`config.mk`:
```
export PLATFORM = sky130hd
export DESIGN_NAME = frame_pacing_limiter
export DESIGN_NICKNAME = d
export VERILOG_FILES = /design/src/hw/rtl/fpl_pkg.sv /design/src/hw/rtl/fpl_alu.sv /design/src/hw/rtl/fpl_core.sv /design/src/hw/rtl/frame_pacing_limiter.sv
export SDC_FILE = /design/constraint.sdc
export NUM_CORES = 1
export LEC_CHECK = 0
export BUFFER_PORTS_ARGS = -buffer_cell sky130_fd_sc_hd__buf_4
export CAP_MARGIN = 20
export CELL_PAD_IN_SITES_DETAIL_PLACEMENT = 1
export CELL_PAD_IN_SITES_GLOBAL_PLACEMENT = 1
export CORE_MARGIN = 4
export CORE_UTILIZATION = 53
export CTS_CLUSTER_DIAMETER = 40
export DETAILED_ROUTE_END_ITERATION = 7
export GPL_TIMING_DRIVEN = 1
export PLACE_DENSITY = 0.92
export SLEW_MARGIN = 15
export SYNTH_ARGS = -nofsm -noshare
export SYNTH_HDL_FRONTEND = slang
export SYNTH_SLANG_ARGS = --single-unit
```
`constraint.sdc`:
```
create_clock -name clk -period 17.9 [get_ports clk]
set_clock_uncertainty 0.1 [all_clocks]
set_input_delay 0.895 -clock clk [delete_from_list [all_inputs] [get_ports clk]]
set_output_delay 0.895 -clock clk [all_outputs]
set_load 0.05 [all_outputs]
```
`src/hw/rtl/fpl_pkg.sv`:
```
// shared types, constants and helpers for the frame pacing limiter
package fpl_pkg;

    localparam int NOW_W      = 32;
    localparam int RATE_W     = 16;
    localparam int COUNT_W    = 6;
    localparam int CFG_ADDR_W = 2;
    localparam int CFG_DATA_W = 15;

    localparam logic [9:0]         WAIT_CAP  = 10'd1001;
    localparam logic [COUNT_W-1:0] RATE_SPAN = 6'd60;
    localparam logic [RATE_W-1:0]  RATE_NUM  = 16'd60000;

    typedef enum logic [CFG_ADDR_W-1:0] {
        CFG_ENABLE        = 2'd0,
        CFG_PERIOD_ONE    = 2'd1,
        CFG_PERIOD_FIVE   = 2'd2,
        CFG_PERIOD_THIRTY = 2'd3
    } cfg_idx_t;

    typedef enum logic [1:0] {
        KIND_ONE,
        KIND_FIVE,
        KIND_THIRTY
    } kind_t;

    typedef struct packed {
        logic        enable;
        logic [9:0]  period_one;
        logic [12:0] period_five;
        logic [14:0] period_thirty;
    } cfg_t;

    // checkpoint picked by the frame count, which runs 1 to 60
    function automatic kind_t classify(input logic [COUNT_W-1:0] c);
        kind_t k;
        k = KIND_ONE;
        priority if (c == 6'd30 || c == 6'd60)
            k = KIND_THIRTY;
        else if (c == 6'd5 || c == 6'd10 || c == 6'd15 || c == 6'd20 || c == 6'd25 ||
                 c == 6'd35 || c == 6'd40 || c == 6'd45 || c == 6'd50 || c == 6'd55)
            k = KIND_FIVE;
        else
            k = KIND_ONE;
        return k;
    endfunction

endpackage

```
`src/hw/rtl/fpl_alu.sv`:
```
// shared add/subtract unit of the pacing sequencer
module fpl_alu #(
    parameter int WIDTH = 34
) (
    input  logic [WIDTH-1:0] a,
    input  logic [WIDTH-1:0] b,
    input  logic             sub,
    output logic [WIDTH-1:0] res
);

    assign res = sub ? (a - b) : (a + b);

endmodule

```
`src/hw/rtl/fpl_core.sv`:
```
// pacing sequencer: checkpoint math, rate division and output register
module fpl_core #(
    parameter int TIME_WIDTH = 32
) (
    input  logic                         clk,
    input  logic                         rst_n,
    input  fpl_pkg::cfg_t                cfg,
    input  logic                         in_valid,
    output logic                         in_ready,
    input  logic [fpl_pkg::NOW_W-1:0]    in_now,
    input  logic                         in_skip,
    output logic                         out_valid,
    input  logic                         out_ready,
    output logic [fpl_pkg::NOW_W-1:0]    out_release,
    output logic                         out_rate_valid,
    output logic [fpl_pkg::RATE_W-1:0]   out_rate
);

    import fpl_pkg::*;

    localparam int ALU_W = TIME_WIDTH + 2;

    typedef enum logic [2:0] {
        ST_IDLE,
        ST_DIFF,
        ST_CMP,
        ST_REL,
        ST_ELAP,
        ST_DIV,
        ST_ROUND,
        ST_DONE
    } state_t;

    state_t                  state_reg, state_next;
    logic [TIME_WIDTH-1:0]   now_reg, now_next;
    kind_t                   kind_reg, kind_next;
    logic                    rate_due_reg, rate_due_next;
    logic [TIME_WIDTH-1:0]   acc_reg, acc_next;
    logic [TIME_WIDTH-1:0]   rel_reg, rel_next;
    logic [TIME_WIDTH-1:0]   div_reg, div_next;
    logic [RATE_W-1:0]       rem_reg, rem_next;
    logic [RATE_W-1:0]       quo_reg, quo_next;
    logic [3:0]              bit_reg, bit_next;
    logic                    seeded_reg, seeded_next;
    logic [COUNT_W-1:0]      count_reg, count_next;
    logic [TIME_WIDTH-1:0]   mark_one_reg, mark_one_next;
    logic [TIME_WIDTH-1:0]   mark_five_reg, mark_five_next;
    logic [TIME_WIDTH-1:0]   mark_thirty_reg, mark_thirty_next;
    logic [TIME_WIDTH-1:0]   mark_sixty_reg, mark_sixty_next;
    logic                    out_valid_reg, out_valid_next;
    logic [NOW_W-1:0]        out_rel_reg, out_rel_next;
    logic                    out_rate_valid_reg, out_rate_valid_next;
    logic [RATE_W-1:0]       out_rate_reg, out_rate_next;

    logic [ALU_W-1:0]        alu_a, alu_b, alu_res;
    logic                    alu_sub;
    logic [TIME_WIDTH-1:0]   now_in;
    logic [TIME_WIDTH-1:0]   mark_sel;
    logic [14:0]             period_sel;
    logic [RATE_W:0]         shifted;
    logic                    ge;
    logic                    no_wait;
    logic [COUNT_W-1:0]      count_plus;

    fpl_alu #(
        .WIDTH(ALU_W)
    ) u_alu (
        .a  (alu_a),
        .b  (alu_b),
        .sub(alu_sub),
        .res(alu_res)
    );

    assign now_in     = TIME_WIDTH'(in_now);
    assign count_plus = count_reg + COUNT_W'(1);
    assign shifted    = {rem_reg, RATE_NUM[bit_reg]};
    assign ge         = ~alu_res[ALU_W-1];
    assign no_wait    = alu_res[ALU_W-1] | (alu_res == '0);

    always_comb
    begin
        unique case (kind_reg)
            KIND_THIRTY:
            begin
                mark_sel   = mark_thirty_reg;
                period_sel = cfg.period_thirty;
            end
            KIND_FIVE:
            begin
                mark_sel   = mark_five_reg;
                period_sel = 15'(cfg.period_five);
            end
            default:
            begin
                mark_sel   = mark_one_reg;
                period_sel = 15'(cfg.period_one);
            end
        endcase
    end

    always_comb
    begin
        alu_a   = '0;
        alu_b   = '0;
        alu_sub = 1'b1;
        unique case (state_reg)
            ST_DIFF:
            begin
                alu_a = ALU_W'(now_reg);
                alu_b = ALU_W'(mark_sel);
            end
            ST_CMP:
            begin
                alu_a = ALU_W'(period_sel);
                alu_b = ALU_W'(acc_reg);
            end
            ST_REL:
            begin
                alu_a   = ALU_W'(now_reg);
                alu_b   = ALU_W'(acc_reg);
                alu_sub = 1'b0;
            end
            ST_ELAP:
            begin
                alu_a = ALU_W'(rel_reg);
                alu_b = ALU_W'(mark_sixty_reg);
            end
            ST_DIV:
            begin
                alu_a = ALU_W'(shifted);
                alu_b = ALU_W'(div_reg);
            end
            ST_ROUND:
            begin
                alu_a = ALU_W'({rem_reg, 1'b0});
                alu_b = ALU_W'(div_reg);
            end
            default:
            begin
                alu_a   = '0;
                alu_b   = '0;
                alu_sub = 1'b1;
            end
        endcase
    end

    always_comb
    begin
        state_next          = state_reg;
        now_next            = now_reg;
        kind_next           = kind_reg;
        rate_due_next       = rate_due_reg;
        acc_next            = acc_reg;
        rel_next            = rel_reg;
        div_next            = div_reg;
        rem_next            = rem_reg;
        quo_next            = quo_reg;
        bit_next            = bit_reg;
        seeded_next         = seeded_reg;
        count_next          = count_reg;
        mark_one_next       = mark_one_reg;
        mark_five_next      = mark_five_reg;
        mark_thirty_next    = mark_thirty_reg;
        mark_sixty_next     = mark_sixty_reg;
        out_valid_next      = out_valid_reg & ~out_ready;
        out_rel_next        = out_rel_reg;
        out_rate_valid_next = out_rate_valid_reg;
        out_rate_next       = out_rate_reg;

        unique case (state_reg)
            ST_IDLE:
            begin
                if (in_valid)
                begin
                    now_next = now_in;
                    if (!cfg.enable || in_skip)
                    begin
                        rel_next      = now_in;
                        rate_due_next = 1'b0;
                        state_next    = ST_DONE;
                    end
                    else
                    begin
                        if (!seeded_reg)
                        begin
                            mark_one_next    = now_in;
                            mark_five_next   = now_in;
                            mark_thirty_next = now_in;
                            mark_sixty_next  = now_in;
                            seeded_next      = 1'b1;
                        end
                        kind_next     = classify(count_plus);
                        rate_due_next = (count_plus >= RATE_SPAN);
                        count_next    = (count_plus >= RATE_SPAN) ? '0 : count_plus;
                        state_next    = ST_DIFF;
                    end
                end
            end
            ST_DIFF:
            begin
                acc_next   = alu_res[TIME_WIDTH-1:0];
                state_next = ST_CMP;
            end
            ST_CMP:
            begin
                if (no_wait)
                    acc_next = '0;
                else if (alu_res > ALU_W'(WAIT_CAP))
                    acc_next = TIME_WIDTH'(WAIT_CAP);
                else
                    acc_next = alu_res[TIME_WIDTH-1:0];
                state_next = ST_REL;
            end
            ST_REL:
            begin
                rel_next      = alu_res[TIME_WIDTH-1:0];
                mark_one_next = alu_res[TIME_WIDTH-1:0];
                if (kind_reg == KIND_THIRTY)
                    mark_thirty_next = alu_res[TIME_WIDTH-1:0];
                if (kind_reg == KIND_FIVE)
                    mark_five_next = alu_res[TIME_WIDTH-1:0];
                state_next = rate_due_reg ? ST_ELAP : ST_DONE;
            end
            ST_ELAP:
            begin
                div_next = (alu_res[TIME_WIDTH-1:0] == '0) ? TIME_WIDTH'(1)
                                                           : alu_res[TIME_WIDTH-1:0];
                mark_sixty_next = rel_reg;
                rem_next        = '0;
                quo_next        = '0;
                bit_next        = 4'd15;
                state_next      = ST_DIV;
            end
            ST_DIV:
            begin
                rem_next = ge ? alu_res[RATE_W-1:0] : shifted[RATE_W-1:0];
                quo_next = {quo_reg[RATE_W-2:0], ge};
                bit_next = bit_reg - 4'd1;
                if (bit_reg == 4'd0)
                    state_next = ST_ROUND;
            end
            ST_ROUND:
            begin
                if (ge)
                    quo_next = quo_reg + RATE_W'(1);
                state_next = ST_DONE;
            end
            ST_DONE:
            begin
                if (!out_valid_reg || out_ready)
                begin
                    out_valid_next      = 1'b1;
                    out_rel_next        = NOW_W'(rel_reg);
                    out_rate_valid_next = rate_due_reg;
                    out_rate_next       = rate_due_reg ? quo_reg : '0;
                    state_next          = ST_IDLE;
                end
            end
            default:
            begin
                state_next = ST_IDLE;
            end
        endcase
    end

    always_ff @(posedge clk or negedge rst_n)
    begin
        if (!rst_n)
        begin
            state_reg       <= ST_IDLE;
            seeded_reg      <= 1'b0;
            count_reg       <= '0;
            mark_one_reg    <= '0;
            mark_five_reg   <= '0;
            mark_thirty_reg <= '0;
            mark_sixty_reg  <= '0;
            out_valid_reg   <= 1'b0;
            kind_reg        <= KIND_ONE;
            rate_due_reg    <= 1'b0;
            bit_reg         <= '0;
        end
        else
        begin
            state_reg       <= state_next;
            seeded_reg      <= seeded_next;
            count_reg       <= count_next;
            mark_one_reg    <= mark_one_next;
            mark_five_reg   <= mark_five_next;
            mark_thirty_reg <= mark_thirty_next;
            mark_sixty_reg  <= mark_sixty_next;
            out_valid_reg   <= out_valid_next;
            kind_reg        <= kind_next;
            rate_due_reg    <= rate_due_next;
            bit_reg         <= bit_next;
        end
    end

    always_ff @(posedge clk)
    begin
        now_reg            <= now_next;
        acc_reg            <= acc_next;
        rel_reg            <= rel_next;
        div_reg            <= div_next;
        rem_reg            <= rem_next;
        quo_reg            <= quo_next;
        out_rel_reg        <= out_rel_next;
        out_rate_valid_reg <= out_rate_valid_next;
        out_rate_reg       <= out_rate_next;
    end

    assign in_ready       = (state_reg == ST_IDLE);
    assign out_valid      = out_valid_reg;
    assign out_release    = out_rel_reg;
    assign out_rate_valid = out_rate_valid_reg;
    assign out_rate       = out_rate_reg;

endmodule

```
`src/hw/rtl/frame_pacing_limiter.sv`:
```
// top level of the frame pacing limiter: config registers and stream ports
//
// Each frame-end word gives a release time; every 60th paced frame also reports
// the measured rate. All arithmetic runs through one shared add/subtract unit
// under a small sequencer, one word at a time. A bypassed word (pacing disabled
// or frame skipped) goes straight to the output step, a paced word passes
// through difference, compare and release add, and a word that reports the rate
// adds the elapsed-time subtract, a 16-step restoring division of 60000 by the
// elapsed time and a rounding step. The result sits in an output register, so a
// new word is taken while a finished one waits on m_tready; s_tready is low
// while the sequencer works. Configuration must be written only while no word
// is in flight; the block itself does not enforce this.
module frame_pacing_limiter #(
    parameter int TIME_WIDTH = 32
) (
    input  logic                              clk,
    input  logic                              rst_n,
    input  logic                              cfg_we,
    input  logic [fpl_pkg::CFG_ADDR_W-1:0]    cfg_addr,
    input  logic [fpl_pkg::CFG_DATA_W-1:0]    cfg_wdata,
    input  logic                              s_tvalid,
    output logic                              s_tready,
    input  logic [31:0]                       s_tdata,  // now_ms
    input  logic [0:0]                        s_tuser,  // skip_frame
    output logic                              m_tvalid,
    input  logic                              m_tready,
    output logic [47:0]                       m_tdata,  // release_ms, measured_rate
    output logic [0:0]                        m_tuser   // rate_valid
);

    import fpl_pkg::*;

    cfg_t               cfg_reg;
    logic [NOW_W-1:0]   release_ms;
    logic               rate_valid;
    logic [RATE_W-1:0]  measured_rate;

    always_ff @(posedge clk or negedge rst_n)
    begin
        if (!rst_n)
        begin
            cfg_reg.enable        <= 1'b0;
            cfg_reg.period_one    <= 10'd16;
            cfg_reg.period_five   <= 13'd83;
            cfg_reg.period_thirty <= 15'd500;
        end
        else if (cfg_we)
        begin
            unique case (cfg_idx_t'(cfg_addr))
                CFG_ENABLE:        cfg_reg.enable        <= cfg_wdata[0];
                CFG_PERIOD_ONE:    cfg_reg.period_one    <= cfg_wdata[9:0];
                CFG_PERIOD_FIVE:   cfg_reg.period_five   <= cfg_wdata[12:0];
                CFG_PERIOD_THIRTY: cfg_reg.period_thirty <= cfg_wdata[14:0];
                default:           cfg_reg               <= cfg_reg;
            endcase
        end
    end

    fpl_core #(
        .TIME_WIDTH(TIME_WIDTH)
    ) u_core (
        .clk           (clk),
        .rst_n         (rst_n),
        .cfg           (cfg_reg),
        .in_valid      (s_tvalid),
        .in_ready      (s_tready),
        .in_now        (s_tdata),
        .in_skip       (s_tuser[0]),
        .out_valid     (m_tvalid),
        .out_ready     (m_tready),
        .out_release   (release_ms),
        .out_rate_valid(rate_valid),
        .out_rate      (measured_rate)
    );

    assign m_tdata = {measured_rate, release_ms};
    assign m_tuser = rate_valid;

endmodule

```
==> results of run 1 <==
==> kinds of logic (layout without fill, tap and decap cells) <==
family / Yosys count / count (layout) / synth area share [%]
other: 0 / 3 / 0
buffers and inverters: 277 / 389 / 4.77
XOR/XNOR: 60 / 60 / 2.35
multiplexers: 158 / 158 / 7.42
adder cells (fa/ha/maj): 74 / 74 / 4.21
flip-flops: 394 / 394 / 48.8
AO/OA/AOI/OAI: 596 / 596 / 16.7
AND/OR/NAND/NOR: 768 / 768 / 15.7
==> area by class of cell <==
class / count / area, um2 / share of cell area [%]
inverter: 127 / 477 / 1.84
multi-input combinational: 1656 / 10500 / 40.4
antenna: 3 / 7.51 / 0.0290
sequential: 394 / 10900 / 42.2
timing repair buffer: 140 / 1070 / 4.14
tap: 532 / 666 / 2.57
clock buffer: 80 / 1820 / 7.02
clock inverter: 42 / 475 / 1.84
==> how the worst max path moves through the flow <==
stage,startpoint,endpoint,cells after the start
floorplan,u_core.state_reg[1],u_core.quo_reg[0],19
global placement,u_core.state_reg[0],u_core.acc_reg[19],17
detailed placement,u_core.state_reg[1],u_core.acc_reg[16],21
CTS,u_core.state_reg[0],u_core.acc_reg[23],16
global route,u_core.state_reg[0],u_core.acc_reg[23],16
finish,u_core.state_reg[0],u_core.acc_reg[23],16
==> stage by stage <==
stage	area, um2	std cells	hold WS [ns]	worst slack (ns)
global route	25900	2971	0.156	9.22
detailed placement	23600	2847	0.369	10.21
global placement	23600	2847	0.350	10.39
finish	25900	2974	0.113	9.25
CTS	25900	2969	0.144	9.81
floorplan	22400	2327	0.336	11.41
==> layer usage <==
| metal | vias to the layer above | routed length (um) | part of all wire (%) | global-route usage [%] |
|---|---|---|---|---|
| met5 | - | 0 | 0 | 0.313 |
| met4 | 0 | 6270 | 6.4 | 21.7 |
| met3 | 519 | 12100 | 12 | 10.6 |
| met2 | 1827 | 44400 | 45 | 64.6 |
| met1 | 10451 | 35400 | 36 | 53.2 |
| li1 | 8480 | - | - | - |
==> synthesized netlist by cell type, types with 6 or more instances <==
cell type	count	share of area [%]
a211oi_1	19	0.64
a21o_1	7	0.23
a21oi_1	131	2.9
a221o_1	10	0.45
a22o_1	18	0.70
a22oi_1	47	1.6
a31oi_1	15	0.42
a32o_1	6	0.27
and2_1	22	0.62
and3_1	17	0.48
buf_1	23	0.39
buf_2	10	0.22
clkbuf_1	115	1.9
dfrtp_1	174	19
dfstp_2	11	1.3
edfxtp_1	209	28
ha_1	72	4.0
inv_1	124	2.1
mux2_2	63	3.2
mux2i_1	95	4.3
nand2_1	341	5.7
nand2b_1	11	0.31
nand3_1	70	1.6
nand3b_1	32	1.1
nand4_1	7	0.20
nor2_1	172	2.9
nor2b_1	18	0.50
nor3_1	29	0.65
nor4_1	9	0.25
o211ai_1	14	0.47
o21a_1	7	0.23
o21ai_0	196	4.4
o21ai_1	7	0.16
o21bai_1	7	0.23
o22ai_1	49	1.4
o31ai_1	19	0.64
or3_1	9	0.25
xnor2_1	43	1.7
xor2_1	17	0.67
==> worst max-delay path: stages, from the launching register on <==
cell      delay [ns]
dfrtp_4         0.82
buf_4           0.69
nand2b_1        0.95
o221ai_1        0.51
ha_1            0.79
inv_2           0.13
o221ai_1        0.68
a211oi_1        0.22
nor4b_1         0.78
o31a_1          0.26
a211oi_1        0.10
xnor2_1         0.68
and4_1          0.32
nand4_2         0.34
o21a_1          0.57
buf_4           0.33
nor2_1          0.17
==> reports/metrics.yaml, run 1 <==
synth:
  ys_types: 79
  syn_avg_cell_area_um2: 9.61
  postSynthCellCount: 2327
  synthesis.area_um2: 22400
  synthesis.nets: 2456
  yosysSeqAreaShare_pct: 48.8
  async_reset_ff_share_pct: 47.0
  ys_warn_count: 0
  ys_ff_latch: 394
  ys.flop_type: "edfxtp_1"
  synth_enable_flop_cells: 209
timing:
  fin_crit_sh_pct: 48.3
  maxSlewViolCount: 0
  min_period_ns: 8.65
  final_hold_viol_count: 0
  fmax_mhz: 116
  tns_ns: 0
  tightest_slew_ns: 1.19
  setup_viol: 0
  rsz0062_at_grt: "no"
  slew_headroom_pct: 20.4
clocking:
  cts_sinks: 394
  cts-root-buf: "clkbuf_16"
  clk_latency_ns: 0.63
  clk_path_buf_depth: 3
  clk_pin_slew_worst_paths_ns: 0.06
  cts_hold_buffers: 0
  cts_tree: "built"
  cts_buffers: 66
  htreeDepth: 3
  cts_setup_buffers: 0
  ctsResizeCount: 0
drt:
  wire_per_inst_um: 33.0
  drc: 0
  wirelength_mm: 98.3
  dr.pass1.iters: 6
  first_iter_violations: 3091
  ant_nets: 0
  vias: 21277
  vias_per_cell: 7.15
floorplanning:
  fp.dieArea_um2: 45500
  start_util_pct: 54.2
  die_y_um: 213
  io_pins: 106
  row_count: 74
  coreArea_um2: 41300
  die_width_um: 213
finish:
  fillCellCount: 4365
  drive_above_1_share_pct: 14.9
  largest_register_ffs: 39
  layout_common_cells: "nand2_1, edfxtp_1, o21ai_0, dfrtp_1, nor2_1"
  mostFrequentLayoutCell: "nand2_1"
  post-route-util_pct: 62.7
  syn_to_final_growth_pct: 15.8
  nets: 2514
min_path:
  min_path_type: "in -> async"
critical_path:
  required_ns: 18.24
  ff2ff_setup_slack_ns: 9.25
  rr_startpoint: "u_core.state_reg[0]"
  cp-end-kind: "register"
  arrival_ns: 8.99
  critPathKind: "reg -> reg"
  reg2reg_to: "u_core.acc_reg[23]"
  reg2reg_depth: 16
  path_max_fanout: 59
  startpoint_type: "register"
run_status:
  status: "finished, final reports clean"
global_routing:
  grt_pass1_vias: 22300
  antenna_found_initial: 1
  grt_overflow_total: 0
  grtUsageTotal_pct: 41.2
  grt_pass1_wl_mm: 142
  grt_max_degree: 68
placed_design:
  gp_congestion: 0.990
  io_buffers: 105
  hpwl_mm: 58.4
job:
  maxCapViolations: 0
Power of run 1 is left out: the tool's default activity adds up to more than one toggle a clock period on the data nets, which glitch-free logic cannot reach.
==> run 2: changes to the inputs <==
--- a/config.mk
+++ b/config.mk
@@ -10,11 +10,11 @@
 export CELL_PAD_IN_SITES_DETAIL_PLACEMENT = 1
 export CELL_PAD_IN_SITES_GLOBAL_PLACEMENT = 1
 export CORE_MARGIN = 4
-export CORE_UTILIZATION = 53
+export CORE_UTILIZATION = 49
 export CTS_CLUSTER_DIAMETER = 40
 export DETAILED_ROUTE_END_ITERATION = 7
 export GPL_TIMING_DRIVEN = 1
-export PLACE_DENSITY = 0.92
+export PLACE_DENSITY = 0.87
 export SLEW_MARGIN = 15
 export SYNTH_ARGS = -nofsm -noshare
 export SYNTH_HDL_FRONTEND = slang
==> constraint.sdc (replaced) <==
create_clock -name clk -period 8.5 [get_ports clk]
set_clock_uncertainty 0.1 [all_clocks]
set_input_delay 0.425 -clock clk [delete_from_list [all_inputs] [get_ports clk]]
set_output_delay 0.425 -clock clk [all_outputs]
set_load 0.05 [all_outputs]
==> reports/metrics.yaml, run 2 (synthesis gave the netlist of run 1 again) <==
critical_path:
  cp_cell_sequence: "inv_1 > nand2_1 > clkinv_1 > buf_4 > and2_0 > nand2_1 > and3_1 > inv_1 > ha_1 > fa_1 > a21oi_1 > o221ai_1 > a221oi_2 > o31ai_1 > a211oi_1 > a221oi_1 > xnor2_1 > inv_1 > nor4_1 > nand4_2 > o21a_1 > nor2_1"
  rr_startpoint: "u_core.state_reg[1]"
  required_ns: 8.84
  critPathLaunch: "u_core.state_reg[1]"
  crit_top_cell: "inv_1"
  reg2reg_to: "u_core.acc_reg[27]"
  startpoint_type: "register"
  cp-end-kind: "register"
  critPathCapture: "u_core.acc_reg[27]"
  reg2reg_depth: 22
  arrival_ns: 8.39
  cp_slowest_cell: "and2_0"
  slowest_delay_ns: 0.79
  ff2ff_setup_slack_ns: 0.45
  critPathKind: "reg -> reg"
  path_max_fanout: 33
floorplanning:
  start_util_pct: 49.4
  fp.dieArea_um2: 49100
  coreArea_um2: 45300
  io_pins: 106
  die_y_um: 222
  die_width_um: 222
  row_count: 78
timing:
  rsz0062_at_grt: "no"
  maxSlewViolCount: 0
  setup_viol: 0
  tns_ns: 0
  min_period_ns: 8.05
  final_hold_viol_count: 0
  fin_crit_sh_pct: 94.8
  tightest_slew_ns: 1.08
  fmax_mhz: 124
  slew_headroom_pct: 27.6
min_path:
  min_path_type: "in -> reg"
  min-delay-start: "s_tvalid"
finish:
  nets: 2545
  syn_to_final_growth_pct: 16.1
  layout_common_cells: "nand2_1, edfxtp_1, o21ai_0, dfrtp_1, nor2_1"
  mostFrequentLayoutCell: "nand2_1"
  drive_above_1_share_pct: 13.5
  largest_register_ffs: 39
drt:
  drc: 0
  vias: 21316
  dr.pass1.iters: 7
  ant_nets: 0
  wirelength_mm: 95.1
  wire_per_inst_um: 31.1
  vias_per_cell: 6.96
  first_iter_violations: 3372
global_routing:
  antenna_found_initial: 3
  grtUsageTotal_pct: 37.3
  grt_pass1_wl_mm: 141
  grt_pass1_vias: 21740
  grt_overflow_total: 0
  grt_max_degree: 104
clocking:
  cts_sinks: 394
  cts-root-buf: "clkbuf_16"
  clk_pin_slew_worst_paths_ns: 0.07
  ctsResizeCount: 0
  clk_latency_ns: 0.64
  htreeDepth: 2
  cts_buffers: 52
  clk_path_buf_depth: 3
  cts_tree: "built"
placed_design:
  io_buffers: 105
  gp_congestion: 0.941
  hpwl_mm: 57.4
job:
  maxCapViolations: 0
run_status:
  status: "finished, final reports clean"
[run 2: through the flow]
stage	utilization, %	area, um2	instances	setup slack (ns)	hold slack (ns)
detailed placement	52.2	23600	2911	0.867	0.358
finish	57.4	26000	3061	0.445	0.0357
global route	57.4	26000	3060	0.126	0.0458
CTS	57.2	25900	3057	0.596	0.0105
floorplan	-	22400	2327	2.01	0.0294
global placement	52.2	23600	2911	1.29	0.350
[run 2: critical path: cells and delay by family, from the launching register on]
kind,cells,cell delay [ns]
and+or+nand+nor,7,2.78
DFF,1,0.72
AOI/OAI and AO/OA,7,2.52
adders and majority gates,2,0.52
xor gates and xnor gates,1,0.24
buffers and inverters,5,0.93
[run 2: metal layers]
metal	GRT usage (%)	vias up	share of wire (%)
li1	-	8531	-
met1	49.5	10636	37
met2	59.3	1720	45
met3	8.31	427	12
met4	16.4	2	5.5
met5	0	-	0.012
[run 2: area by class of cell]
cell class	count	area, um2
Fill cell	4972	19300
Clock inverter	29	323
Antenna cell	1	2.50
Inverter	127	477
Clock buffer	69	1460
Sequential cell	394	10900
Multi-Input combinational cell	1656	10500
Timing Repair Buffer	185	1570
Tap cell	600	751
[run 2: worst min path at each step]
stage,to,slack [ns],cells past startpoint
finish,u_core.state_reg[2],0.04,3
global route,u_core.state_reg[2],0.05,3
floorplan,cfg_reg[0],0.03,0
detailed placement,u_core.mark_one_reg[28],0.36,2
global placement,u_core.mark_one_reg[7],0.35,2
CTS,u_core.state_reg[2],0.01,3
[run 2: timing repair]
item                                   in CTS  in global routing
endpoints found under the hold margin     165                  0
buffers inserted                            0                  1
setup endpoints to repair                   0                  2
hold buffers                               48                  0
Power of run 2 is left out for the same reason.
